`src/design/assert_macros.svh`:
```
// assertion macros shared by the torque command frame parser rtl
// no dependencies; include by bare file name
`ifndef ASSERT_MACROS_SVH
`define ASSERT_MACROS_SVH

// property that must hold at every clock edge outside reset
`define TCFP_ASSERT(lbl, clk, rstn, prop, msg) \
    lbl: assert property (@(posedge clk) disable iff (!rstn) (prop)) else $error(msg);

// antecedent implies consequent in the following cycle
`define TCFP_ASSERT_NEXT(lbl, clk, rstn, ante, cons, msg) \
    lbl: assert property (@(posedge clk) disable iff (!rstn) (ante) |=> (cons)) else $error(msg);

`endif

```
`src/design/tcfp_pkg.sv`:
```
// shared constants and types of the torque command frame parser
// no dependencies
package tcfp_pkg;

    localparam int MAX_LEN_DEF = 32;
    localparam int FRAME_LEN   = 15;

    localparam logic [15:0] TORQUE_LIMIT_RST = 16'd2000;

    localparam logic [7:0] CH_CR   = 8'd13;
    localparam logic [7:0] CH_LF   = 8'd10;
    localparam logic [7:0] CH_ZERO = 8'd48;
    localparam logic [7:0] CH_T    = 8'd84;
    localparam logic [7:0] CH_L    = 8'd76;
    localparam logic [7:0] CH_R    = 8'd82;
    localparam logic [7:0] CH_M    = 8'd77;

    localparam logic [1:0] ST_OK       = 2'd0;
    localparam logic [1:0] ST_BAD_LEN  = 2'd1;
    localparam logic [1:0] ST_BAD_TERM = 2'd2;
    localparam logic [1:0] ST_OVERFLOW = 2'd3;

    typedef struct packed {
        logic [1:0]  status;
        logic [15:0] left_torque;
        logic [15:0] right_torque;
        logic [15:0] left_torque_before;
        logic [15:0] right_torque_before;
        logic [7:0]  motion_mode;
        logic [7:0]  motion_mode_before;
        logic [7:0]  side_code;
        logic        left_updated;
        logic        right_updated;
        logic        mode_updated;
    } t_result;

endpackage

```
`src/design/torque_command_frame_parser.sv`:
```
// torque command frame parser top level
// depends on tcfp_pkg, tcfp_cell, tcfp_torque_dec, tcfp_out_buf, assert_macros.svh
//
// usage:
//  - slave stream carries one received character per transaction in i_s_tdata.
//  - a frame is "TLddddTRddddMxy" followed by CR LF; characters are shifted
//    through a row of fifteen byte cells, one cell step per stored character.
//  - master stream carries one result per frame end (good frame, wrong length,
//    bad terminator, overflow); nothing is sent for other characters.
//  - the result is registered in the output buffer when the LF, the bad
//    terminator byte or the overflowing byte is accepted.
//  - throughput: one character per cycle while o_s_tready is high; the decode of both torque fields
//    and the clamp against the limit happen in the cycle of the LF.
//  - a stalled master holds its result; a second result waits in a skid
//    stage, and only then o_s_tready drops.
//  - reset clears the collector, the held torque, mode and side values and
//    sets the torque limit to 2000; the byte cells are not cleared.
//  - i_cfg_we writes the torque limit; write it only while the block is idle.
`include "assert_macros.svh"

module torque_command_frame_parser #(
    parameter int MAX_LEN = tcfp_pkg::MAX_LEN_DEF
) (
    input  logic        i_clk,
    input  logic        i_rst_n,
    input  logic        i_cfg_we,
    input  logic [15:0] i_cfg_wdata,
    input  logic        i_s_tvalid,
    output logic        o_s_tready,
    input  logic [7:0]  i_s_tdata,   // [7:0] rx_byte
    output logic        o_m_tvalid,
    input  logic        i_m_tready,
    // [15:0] left_torque, [31:16] right_torque, [47:32] left_torque_before,
    // [63:48] right_torque_before, [71:64] motion_mode,
    // [79:72] motion_mode_before, [87:80] side_code
    output logic [87:0] o_m_tdata,
    // [1:0] status, [2] left_updated, [3] right_updated, [4] mode_updated
    output logic [4:0]  o_m_tuser
);

    localparam int CNT_W = $clog2(MAX_LEN + 1);
    localparam int FL    = tcfp_pkg::FRAME_LEN;

    logic             r_cr_pending, n_cr_pending;
    logic [CNT_W-1:0] r_count, n_count;
    logic [15:0]      r_limit;
    logic [15:0]      r_left, n_left, r_left_b, n_left_b;
    logic [15:0]      r_right, n_right, r_right_b, n_right_b;
    logic [7:0]       r_mode, n_mode, r_mode_b, n_mode_b, r_side, n_side;

    logic              w_acc;
    logic              w_shift;
    logic              w_push;
    logic [1:0]        w_status;
    logic              w_lu, w_ru, w_mu;
    logic [7:0]        w_cell [FL];
    logic [7:0]        w_left_dig [4];
    logic [7:0]        w_right_dig [4];
    logic [15:0]       w_left_dec, w_right_dec;
    tcfp_pkg::t_result w_res, w_out;

    assign w_acc = i_s_tvalid && o_s_tready;

    // newest character enters the last cell; a full frame has byte 0 in cell 0
    for (genvar k = 0; k < FL; k++) begin : g_cell
        if (k == FL - 1) begin : g_head
            tcfp_cell u_cell (
                .i_clk  (i_clk),
                .i_shift(w_shift),
                .i_byte (i_s_tdata),
                .o_byte (w_cell[k])
            );
        end else begin : g_body
            tcfp_cell u_cell (
                .i_clk  (i_clk),
                .i_shift(w_shift),
                .i_byte (w_cell[k+1]),
                .o_byte (w_cell[k])
            );
        end
    end

    always_comb begin
        for (int i = 0; i < 4; i++) begin
            w_left_dig[i]  = w_cell[2 + i];
            w_right_dig[i] = w_cell[8 + i];
        end
    end

    tcfp_torque_dec u_left_dec (
        .i_digit (w_left_dig),
        .i_limit (r_limit),
        .o_torque(w_left_dec)
    );

    tcfp_torque_dec u_right_dec (
        .i_digit (w_right_dig),
        .i_limit (r_limit),
        .o_torque(w_right_dec)
    );

    always_comb begin
        n_cr_pending = r_cr_pending;
        n_count      = r_count;
        n_left       = r_left;
        n_left_b     = r_left_b;
        n_right      = r_right;
        n_right_b    = r_right_b;
        n_mode       = r_mode;
        n_mode_b     = r_mode_b;
        n_side       = r_side;
        w_shift      = 1'b0;
        w_push       = 1'b0;
        w_status     = tcfp_pkg::ST_OK;
        w_lu         = 1'b0;
        w_ru         = 1'b0;
        w_mu         = 1'b0;
        if (w_acc) begin
            if (r_cr_pending) begin
                n_cr_pending = 1'b0;
                n_count      = '0;
                w_push       = 1'b1;
                if (i_s_tdata != tcfp_pkg::CH_LF) begin
                    w_status = tcfp_pkg::ST_BAD_TERM;
                end else if (r_count != CNT_W'(FL)) begin
                    w_status = tcfp_pkg::ST_BAD_LEN;
                end else begin
                    w_status = tcfp_pkg::ST_OK;
                    if (w_cell[0] == tcfp_pkg::CH_T && w_cell[1] == tcfp_pkg::CH_L) begin
                        n_left_b = r_left;
                        n_left   = w_left_dec;
                        w_lu     = 1'b1;
                    end
                    if (w_cell[6] == tcfp_pkg::CH_T && w_cell[7] == tcfp_pkg::CH_R) begin
                        n_right_b = r_right;
                        n_right   = w_right_dec;
                        w_ru      = 1'b1;
                    end
                    if (w_cell[12] == tcfp_pkg::CH_M) begin
                        n_mode_b = r_mode;
                        n_mode   = w_cell[13] - tcfp_pkg::CH_ZERO;
                        n_side   = w_cell[14] - tcfp_pkg::CH_ZERO;
                        w_mu     = 1'b1;
                    end
                end
            end else if (i_s_tdata == tcfp_pkg::CH_CR) begin
                n_cr_pending = 1'b1;
            end else if (r_count < CNT_W'(MAX_LEN)) begin
                w_shift = 1'b1;
                n_count = r_count + 1'b1;
            end else begin
                n_count  = '0;
                w_push   = 1'b1;
                w_status = tcfp_pkg::ST_OVERFLOW;
            end
        end
    end

    always_ff @(posedge i_clk) begin
        if (!i_rst_n) begin
            r_cr_pending <= 1'b0;
            r_count      <= '0;
            r_limit      <= tcfp_pkg::TORQUE_LIMIT_RST;
            r_left       <= '0;
            r_left_b     <= '0;
            r_right      <= '0;
            r_right_b    <= '0;
            r_mode       <= '0;
            r_mode_b     <= '0;
            r_side       <= '0;
        end else begin
            r_cr_pending <= n_cr_pending;
            r_count      <= n_count;
            r_left       <= n_left;
            r_left_b     <= n_left_b;
            r_right      <= n_right;
            r_right_b    <= n_right_b;
            r_mode       <= n_mode;
            r_mode_b     <= n_mode_b;
            r_side       <= n_side;
            if (i_cfg_we) begin
                r_limit <= i_cfg_wdata;
            end
        end
    end

    always_comb begin
        w_res.status              = w_status;
        w_res.left_torque         = n_left;
        w_res.right_torque        = n_right;
        w_res.left_torque_before  = n_left_b;
        w_res.right_torque_before = n_right_b;
        w_res.motion_mode         = n_mode;
        w_res.motion_mode_before  = n_mode_b;
        w_res.side_code           = n_side;
        w_res.left_updated        = w_lu;
        w_res.right_updated       = w_ru;
        w_res.mode_updated        = w_mu;
    end

    tcfp_out_buf u_out_buf (
        .i_clk   (i_clk),
        .i_rst_n (i_rst_n),
        .i_push  (w_push),
        .i_result(w_res),
        .o_ready (o_s_tready),
        .o_valid (o_m_tvalid),
        .i_taken (i_m_tready),
        .o_result(w_out)
    );

    assign o_m_tdata = {w_out.side_code, w_out.motion_mode_before, w_out.motion_mode,
                        w_out.right_torque_before, w_out.left_torque_before,
                        w_out.right_torque, w_out.left_torque};
    assign o_m_tuser = {w_out.mode_updated, w_out.right_updated, w_out.left_updated,
                        w_out.status};

    `TCFP_ASSERT(a_count_range, i_clk, i_rst_n, r_count <= CNT_W'(MAX_LEN), "byte count above store size")
    `TCFP_ASSERT_NEXT(a_frame_end_restart, i_clk, i_rst_n, w_acc && r_cr_pending, !r_cr_pending && r_count == '0, "collector did not restart after frame end")
    `TCFP_ASSERT(a_err_no_update, i_clk, i_rst_n, !(w_push && w_status != tcfp_pkg::ST_OK) || !(w_lu || w_ru || w_mu), "error frame flagged an update")

endmodule

```
`src/design/tcfp_cell.sv`:
```
// one byte cell of the frame shift chain
// no dependencies
module tcfp_cell (
    input  logic       i_clk,
    input  logic       i_shift,
    input  logic [7:0] i_byte,
    output logic [7:0] o_byte
);

    logic [7:0] r_byte;

    always_ff @(posedge i_clk) begin
        if (i_shift) begin
            r_byte <= i_byte;
        end
    end

    assign o_byte = r_byte;

endmodule

```
`src/design/tcfp_torque_dec.sv`:
```
// decodes four weighted characters into a clamped torque in hundredths
// no dependencies beyond tcfp_pkg
module tcfp_torque_dec (
    input  logic [7:0]  i_digit [4],
    input  logic [15:0] i_limit,
    output logic [15:0] o_torque
);

    localparam int SUM_W = 19;

    logic signed [8:0]       w_dig [4];
    logic signed [SUM_W-1:0] w_sum;
    logic signed [SUM_W-1:0] w_limit;

    always_comb begin
        for (int i = 0; i < 4; i++) begin
            w_dig[i] = $signed({1'b0, i_digit[i]}) - $signed({1'b0, tcfp_pkg::CH_ZERO});
        end
    end

    // non-digit characters are weighted all the same
    assign w_sum = SUM_W'(w_dig[0]) * 19'sd1000 + SUM_W'(w_dig[1]) * 19'sd100
                 + SUM_W'(w_dig[2]) * 19'sd10 + SUM_W'(w_dig[3]);

    assign w_limit = $signed({3'b000, i_limit});

    always_comb begin
        if (w_sum >= w_limit) begin
            o_torque = i_limit;
        end else if (w_sum < 0) begin
            o_torque = '0;
        end else begin
            o_torque = w_sum[15:0];
        end
    end

endmodule

```
`src/design/tcfp_out_buf.sv`:
```
// two-entry output register with skid stage for parser results
// depends on tcfp_pkg and assert_macros.svh
`include "assert_macros.svh"

module tcfp_out_buf (
    input  logic               i_clk,
    input  logic               i_rst_n,
    input  logic               i_push,
    input  tcfp_pkg::t_result  i_result,
    output logic               o_ready,
    output logic               o_valid,
    input  logic               i_taken,
    output tcfp_pkg::t_result  o_result
);

    logic              r_main_valid;
    logic              r_skid_valid;
    tcfp_pkg::t_result r_main;
    tcfp_pkg::t_result r_skid;

    always_ff @(posedge i_clk) begin
        if (!i_rst_n) begin
            r_main_valid <= 1'b0;
            r_skid_valid <= 1'b0;
        end else if (!r_main_valid || i_taken) begin
            if (r_skid_valid) begin
                r_main       <= r_skid;
                r_skid_valid <= 1'b0;
            end else begin
                r_main_valid <= i_push;
                if (i_push) begin
                    r_main <= i_result;
                end
            end
        end else if (i_push) begin
            r_skid       <= i_result;
            r_skid_valid <= 1'b1;
        end
    end

    assign o_ready  = !r_skid_valid;
    assign o_valid  = r_main_valid;
    assign o_result = r_main;

    `TCFP_ASSERT(a_skid_needs_main, i_clk, i_rst_n, !r_skid_valid || r_main_valid, "skid full while main empty")
    `TCFP_ASSERT(a_no_push_when_full, i_clk, i_rst_n, !(i_push && r_skid_valid), "result pushed into full buffer")

endmodule

```
`config.mk`:
```
export PLATFORM = sky130hd
export DESIGN_NAME = torque_command_frame_parser
export DESIGN_NICKNAME = d
export VERILOG_FILES = /design/src/design/tcfp_pkg.sv /design/src/design/torque_command_frame_parser.sv /design/src/design/tcfp_cell.sv /design/src/design/tcfp_torque_dec.sv /design/src/design/tcfp_out_buf.sv
export VERILOG_INCLUDE_DIRS = /design/src /design/src/design
export SDC_FILE = /design/constraint.sdc
export NUM_CORES = 1
export LEC_CHECK = 0
export ABC_CLOCK_PERIOD_IN_PS = 20100
export BUFFER_PORTS_ARGS = -buffer_cell sky130_fd_sc_hd__buf_2
export CORE_MARGIN = 1.5
export CORE_UTILIZATION = 47
export CTS_CLUSTER_SIZE = 40
export DETAILED_ROUTE_END_ITERATION = 10
export SYNTH_ARGS = -nofsm -noshare
export SYNTH_HDL_FRONTEND = slang
export SYNTH_SLANG_ARGS = --single-unit
```
`constraint.sdc`:
```
create_clock -name i_clk -period 20.1 [get_ports i_clk]
set_input_delay 3.015 -clock i_clk [delete_from_list [all_inputs] [get_ports i_clk]]
set_output_delay 3.015 -clock i_clk [all_outputs]
set_load 0.02 [all_outputs]
```
Word level (Yosys, flattened, before mapping)
Index checks and enable logic that the tools add are counted.
{"block": "word_totals", "regBits": 419, "inputBits": 29, "output_inout_bits": 95, "wordCells": 176}
{"block": "classes", "n_addsub": 17, "n_mul": 6, "magnitude_cmp": 5, "n_eq_ne": 9, "n_mux": 75, "n_bitwise": 3, "n_reduce_logical": 12}
{"op": "$mux W16", "n": 24}
{"op": "$mux W93", "n": 2}
{"op": "$mux W8", "n": 15}
{"op": "$add A19 B19 Y19", "n": 4}
{"op": "$sub A8 B6 Y9 const B", "n": 8}
{"op": "$eq A8 B7 Y1 const B", "n": 5}
{"op": "$add A19 B9 Y19", "n": 2}
{"op": "$ge A19 B17 Y1", "n": 2}
{"op": "$lt A19 B1 Y1 const B", "n": 2}
{"op": "$mul A9 B8 Y16 const B", "n": 2}
{"op": "$mul A9 B6 Y15 const B", "n": 2}
{"op": "$mul A9 B4 Y13 const B", "n": 2}
{"op": "$mux W1", "n": 26}
{"op": "$mux W6", "n": 3}
{"op": "$sub A8 B6 Y8 const B", "n": 2}
{"op": "$mux W2", "n": 5}
{"op": "$eq A8 B4 Y1 const B", "n": 1}
{"op": "$ne A8 B4 Y1 const B", "n": 1}
{"op": "$add A6 B1 Y6 const B", "n": 1}
{"op": "$lt A6 B6 Y1 const B", "n": 1}
{"op": "$ne A6 B4 Y1 const B", "n": 1}
{"op": "$reduce_and A3 Y1", "n": 2}
{"op": "$reduce_and A2 Y1", "n": 2}
{"op": "$logic_and A1 B1 Y1", "n": 3}
{"op": "6 further kinds", "n": 9}

Depth between registers and ports, before layout
{"block": "logic_depth", "depth_word": 15, "depth_mapped": 34, "ltp_nobuf": 33}

Hierarchy
From an unflattened synthesis, not the netlist that was laid out.
{"block": "hier_totals", "cells_unflattened": 2223, "area_unflattened_um2": 26344.0}
{"module": "tcfp_out_buf", "instances": 1, "cells_each": 302, "area_each_um2": 6919.1, "seq_area_each_um2": 5625.4}
{"module": "torque_command_frame_parser", "instances": 1, "cells_each": 599, "area_each_um2": 5351.4, "seq_area_each_um2": 2222.1}
{"module": "tcfp_torque_dec at u_right_dec", "instances": 1, "cells_each": 609, "area_each_um2": 5261.3, "seq_area_each_um2": 0.0}
{"module": "tcfp_torque_dec at u_left_dec", "instances": 1, "cells_each": 593, "area_each_um2": 5208.7, "seq_area_each_um2": 0.0}
{"module": "tcfp_cell", "instances": 15, "cells_each": 8, "area_each_um2": 240.2, "seq_area_each_um2": 240.2}

Worst setup path after synthesis
OpenSTA, ideal clock, no wires.
{"block": "synth_path", "path_kind": "input-to-reg", "from": "input i_s_tdata[5]", "to": "register g_cell[0].g_body.u_cell.r_byte[0] (enable)", "setup_time_ns": 0.936, "arrival_ns": 15.548, "t_required_ns": 19.164, "path_slack_ns": 3.616, "path_stages": 4, "path_buffers": 0, "cell_sequence": "nor2_1 nand3_1 or3_1 nor4b_1"}
{"block": "synth_between", "elab_chain_len": 4}
{"element": "from (decl)", "line_no": "torque_command_frame_parser.sv:30", "rtl": "input logic [7:0] i_s_tdata,"}
{"element": "$eq A8 B4 Y1", "line_no": "torque_command_frame_parser.sv:146", "rtl": "end else if (i_s_tdata == tcfp_pkg::CH_CR) begin"}
{"element": "$mux W1", "line_no": "torque_command_frame_parser.sv:146"}
{"element": "$mux W1", "line_no": "torque_command_frame_parser.sv:119", "rtl": "if (r_cr_pending) begin"}
{"element": "$mux W1", "line_no": "torque_command_frame_parser.sv:118", "rtl": "if (w_acc) begin"}
{"element": "via g_cell[0].g_body.u_cell.i_shift", "line_no": "tcfp_cell.sv:5", "rtl": "input logic i_shift,"}
{"element": "to (signal assigned)", "line_no": "tcfp_cell.sv:14", "rtl": "r_byte <= i_byte;"}
{"element": "to (decl)", "line_no": "tcfp_cell.sv:10", "rtl": "logic [7:0] r_byte;"}
The timed path passes the listed nets, and every way through them passes these cells.
A chain may end at the register's enable or synchronous reset.

Worst setup path in the final report
{"block": "layout_path", "from": "register g_cell[8].g_body.u_cell.r_byte[5]", "to": "register u_out_buf.r_skid[70] (netlist bit) (data pin)"}
{"block": "layout_between", "elab_chain_len": 13, "elab_cells_between_ends": 14, "cone_classes": "add/sub: 4; mul: 1; order compare: 2; mux: 7"}
{"element": "from (decl)", "line_no": "tcfp_cell.sv:10"}
{"element": "from (signal assigned)", "line_no": "tcfp_cell.sv:14"}
{"element": "$sub A8 B6 Y9 *", "line_no": "tcfp_torque_dec.sv:17", "rtl": "w_dig[i] = $signed({1'b0, i_digit[i]}) - $signed({1'b0, tcfp_pkg::CH_ZERO});"}
{"element": "$mul A9 B8 Y16 *", "line_no": "tcfp_torque_dec.sv:22", "rtl": "assign w_sum = SUM_W'(w_dig[0]) * 19'sd1000 + SUM_W'(w_dig[1]) * 19'sd100"}
{"element": "$add A19 B19 Y19 *", "line_no": "tcfp_torque_dec.sv:22"}
{"element": "$add A19 B19 Y19 *", "line_no": "tcfp_torque_dec.sv:23", "rtl": "+ SUM_W'(w_dig[2]) * 19'sd10 + SUM_W'(w_dig[3]);"}
{"element": "$add A19 B9 Y19 *", "line_no": "tcfp_torque_dec.sv:23"}
{"element": "$lt A19 B1 Y1", "line_no": "tcfp_torque_dec.sv:30", "rtl": "end else if (w_sum < 0) begin"}
{"element": "$mux W16", "line_no": "tcfp_torque_dec.sv:30"}
{"element": "$mux W16 *", "line_no": "tcfp_torque_dec.sv:28", "rtl": "if (w_sum >= w_limit) begin"}
{"element": "$mux W16 *", "line_no": "torque_command_frame_parser.sv:134", "rtl": "if (w_cell[6] == tcfp_pkg::CH_T && w_cell[7] == tcfp_pkg::CH_R) begin"}
{"element": "$mux W16 *", "line_no": "torque_command_frame_parser.sv:125", "rtl": "end else if (r_count != CNT_W'(FL)) begin"}
{"element": "$mux W16 *", "line_no": "torque_command_frame_parser.sv:123", "rtl": "if (i_s_tdata != tcfp_pkg::CH_LF) begin"}
{"element": "$mux W16 *", "line_no": "torque_command_frame_parser.sv:119"}
{"element": "$mux W16 *", "line_no": "torque_command_frame_parser.sv:118"}
{"element": "via n_right[11]", "line_no": "torque_command_frame_parser.sv:48", "rtl": "logic [15:0] r_right, n_right, r_right_b, n_right_b;"}
{"element": "to (signal assigned)", "line_no": "tcfp_out_buf.sv:36", "rtl": "r_skid <= i_result;"}
{"element": "to (decl)", "line_no": "tcfp_out_buf.sv:19", "rtl": "tcfp_pkg::t_result r_skid;"}
Mark *: on every way through the listed nets, which the timed path passes. The rest lies on a longest branch.

==> results.json <==
{
  "status": "finished, final reports clean",
  "dpl_cell_area_um2": 26880,
  "crit_path_start_kind": "register",
  "syn_nets": 2630,
  "report.final.slew_viol_count": 0,
  "cpPeakStageDelay_ns": 0.55,
  "finalCoreUtilization": 0.5277,
  "insertion_delay_ns": 0.59,
  "yosysTopAreaCell": "edfxtp_1",
  "via_per_inst": 5.279,
  "clock_path_buffers": 3,
  "wl_um": 56560,
  "syn2layout_area_growth_pct": 11.17,
  "whs_ns": 0.4369,
  "die-area_um2": 55640,
  "num_vias": 16290,
  "initial_core_util": 0.4746,
  "clk_pin_slew_worst_paths_ns": 0.06,
  "fin_crit_sh": 0.4503,
  "gr-total-overflow": 0,
  "seq_area_frac_synth": 0.4492,
  "min_period_ns": 9.051,
  "postRouteAntennaNets": 0,
  "yosys_register_bits": 419,
  "setup_tns_ns": 0,
  "worstMarginPinSlew_ns": 1.210,
  "drive_gt1_frac": 0.1343,
  "postCtsSetupRepairBufs": 0,
  "cts_root_buffer": "clkbuf_16",
  "final-setup-viol-count": 0,
  "drcViolationCount": 0,
  "hold_class": "reg -> reg",
  "track_usage": 0.2053,
  "ctsHoldBuffers": 0,
  "dr_wl_met2_um": 26970,
  "met3_length_um": 2104,
  "drtPass1Iterations": 5,
  "met1_length_um": 26130,
  "cap_violations": 0,
  "highest_layer": "met4",
  "ctsHtreeMaxLevel": 2,
  "die_w_um": 235.9,
  "worst_clock_skew_ns": 0.02244,
  "boundaryPins": 124,
  "synth_top_area_share": 0.3605,
  "cts_tree": "built",
  "nFillCells": 4649,
  "timing.fmax_ghz": 0.1105,
  "fin_area_um2": 28340,
  "grt_max_degree": 82,
  "required_ns": 20.39,
  "layout.nets": 2761,
  "cpLargestDelayFamily": "adder cells",
  "arrival_ns": 9.34,
  "path_buf_inv": 7,
  "placement.io_buffers": 123,
  "rsz0062_at_grt": "false",
  "synthCells": 2222,
  "critical_path.slowest_cell": "xnor2_1",
  "synth-edff-count": 306,
  "grt_pass1_vias": 16700,
  "cts_buffers": 45,
  "cp_max_fo": 16,
  "yosys_warnings": 0,
  "ctsResizeCount": 0,
  "critPathKind": "reg -> reg",
  "wire_per_inst_um": 18.33,
  "grt_pass1_wl_um": 90380,
  "synth-async-reset-ratio": 0,
  "die-height_um": 235.9,
  "ys_types": 78,
  "dp_hpwl_um": 42360,
  "antenna_found_initial": 0,
  "syn_avg_cell_area_um2": 11.47,
  "worst_setup_path_end_kind": "register",
  "insertedDiodeCount": 0,
  "yosys-top-cells-area": "edfxtp_1 (36%), ha_1 (12%), fa_1 (11%)",
  "coreArea_um2": 53710,
  "hold_viol_final": 0,
  "num_rows": 85,
  "synthFlopType": "edfxtp_1",
  "drt_iter0_drc": 1031,
  "synth_area_um2": 25490,
  "cts_sinks": 419,
  "relSlewSlack": 0.1869,
  "gp_congestion": 0.8562
}
## registers in the layout, summed over array words and instances, names as in the netlist
signal and count:
g_cell.g_body.u_cell.o_byte 112, g_cell.g_head.u_cell.o_byte 8, r_count 6, r_cr_pending 1, r_left 16, r_left_b 16, r_limit 16, r_mode 8
r_mode_b 8, r_right 16, r_right_b 16, r_side 8, u_out_buf.o_result 93, u_out_buf.o_valid 1, u_out_buf.r_skid 93, u_out_buf.r_skid_valid 1
## layer usage
metal | global-route usage | vias up
met5 | 0 | -
met4 | 0.05846 | 0
met3 | 0.02668 | 80
met2 | 0.3426 | 287
met1 | 0.2808 | 8004
li1 | - | 7919
## cell usage after synthesis, drive strengths merged, types with 3 or more instances
library cell / count
nor2b: 11
nand4: 9
and3: 4
or2: 4
buf: 11
or3: 10
o21bai: 14
mux2i: 49
a21o: 26
and2: 57
o211ai: 12
dfxtp: 113
fa: 138
nor2: 79
a21oi: 109
a211oi: 14
nor4: 8
o31ai: 3
edfxtp: 306
nor4bb: 6
inv: 305
mux2: 81
or4: 4
a31oi: 9
xnor2: 77
a2111oi: 3
nand3: 15
o21ai: 139
o311ai: 3
xor2: 40
and4b: 3
o21a: 9
nor3: 18
ha: 241
nand2b: 8
nor4b: 5
nand2: 209
clkbuf: 44
## per-stage QoR
stage          setup slack (ns)  cells
3_3_place_gp              11.38   3002
3_5_place_dp              11.10   3002
2_1_floorplan             3.616   2222
5_1_grt                   10.50   3086
6_report                  11.05   3086
4_1_cts                   11.09   3086
## worst register-to-register path: cells and delay by family, from the launching register on
kind	cells	cell delay [ns]
xor+xnor	3	0.95
compound gates	8	1.49
mux	1	0.46
buf+inv	7	0.74
flops	1	0.52
simple gates	2	0.30
fa+ha+maj	10	4.27
## cell usage in the layout (no fill, tap or decap), types with 12 or more instances in the layout
cell         n
nor2_1      78
dfxtp_1    112
nor3_1      16
o21bai_1    14
ha_1       241
clkbuf_16   45
o21ai_1     31
and2_1      57
fa_1       138
nand3_1     15
buf_2      123
xor2_1      40
mux2i_1     39
edfxtp_1   306
a21oi_1    108
inv_1      303
nand2_1    209
o211ai_1    12
o21ai_0    108
buf_4       16
xnor2_1     77
a21o_1      25
mux2_2      79
## cell families after synthesis
group,after synthesis,synth area share
and+or+nand+nor,454,0.08481
xor gates and xnor gates,117,0.04020
AOI/OAI and AO/OA,362,0.08565
muxes,130,0.05905
DFF,419,0.4492
buffers and inverters,361,0.05443
adders and majority gates,379,0.2267
## worst paths after layout
kind	slack [ns]	cells after the start	from	endpoint
max	11.05	31	g_cell[8].g_body.u_cell.o_byte[5]	u_out_buf.r_skid[70]
min	0.44	0	g_cell[12].g_body.u_cell.o_byte[2]	g_cell[11].g_body.u_cell.o_byte[2]
max reg2reg	11.05	31	g_cell[8].g_body.u_cell.o_byte[5]	u_out_buf.r_skid[70]
min reg2reg	0.44	0	g_cell[12].g_body.u_cell.o_byte[2]	g_cell[11].g_body.u_cell.o_byte[2]
## layout make-up
cell class	count	area, um2	area share
Inverter	306	1149	0.04053
Sequential cell	419	11450	0.4041
Clock inverter	26	261.5	0.009227
Clock buffer	58	1195	0.04216
Tap cell	696	870.8	0.03073
Multi-Input combinational cell	1442	12680	0.4473
Timing Repair Buffer	139	735.7	0.02596
Power is not shown: default switching activity piles up to over one toggle a cycle in this logic, so the estimate is an artifact.
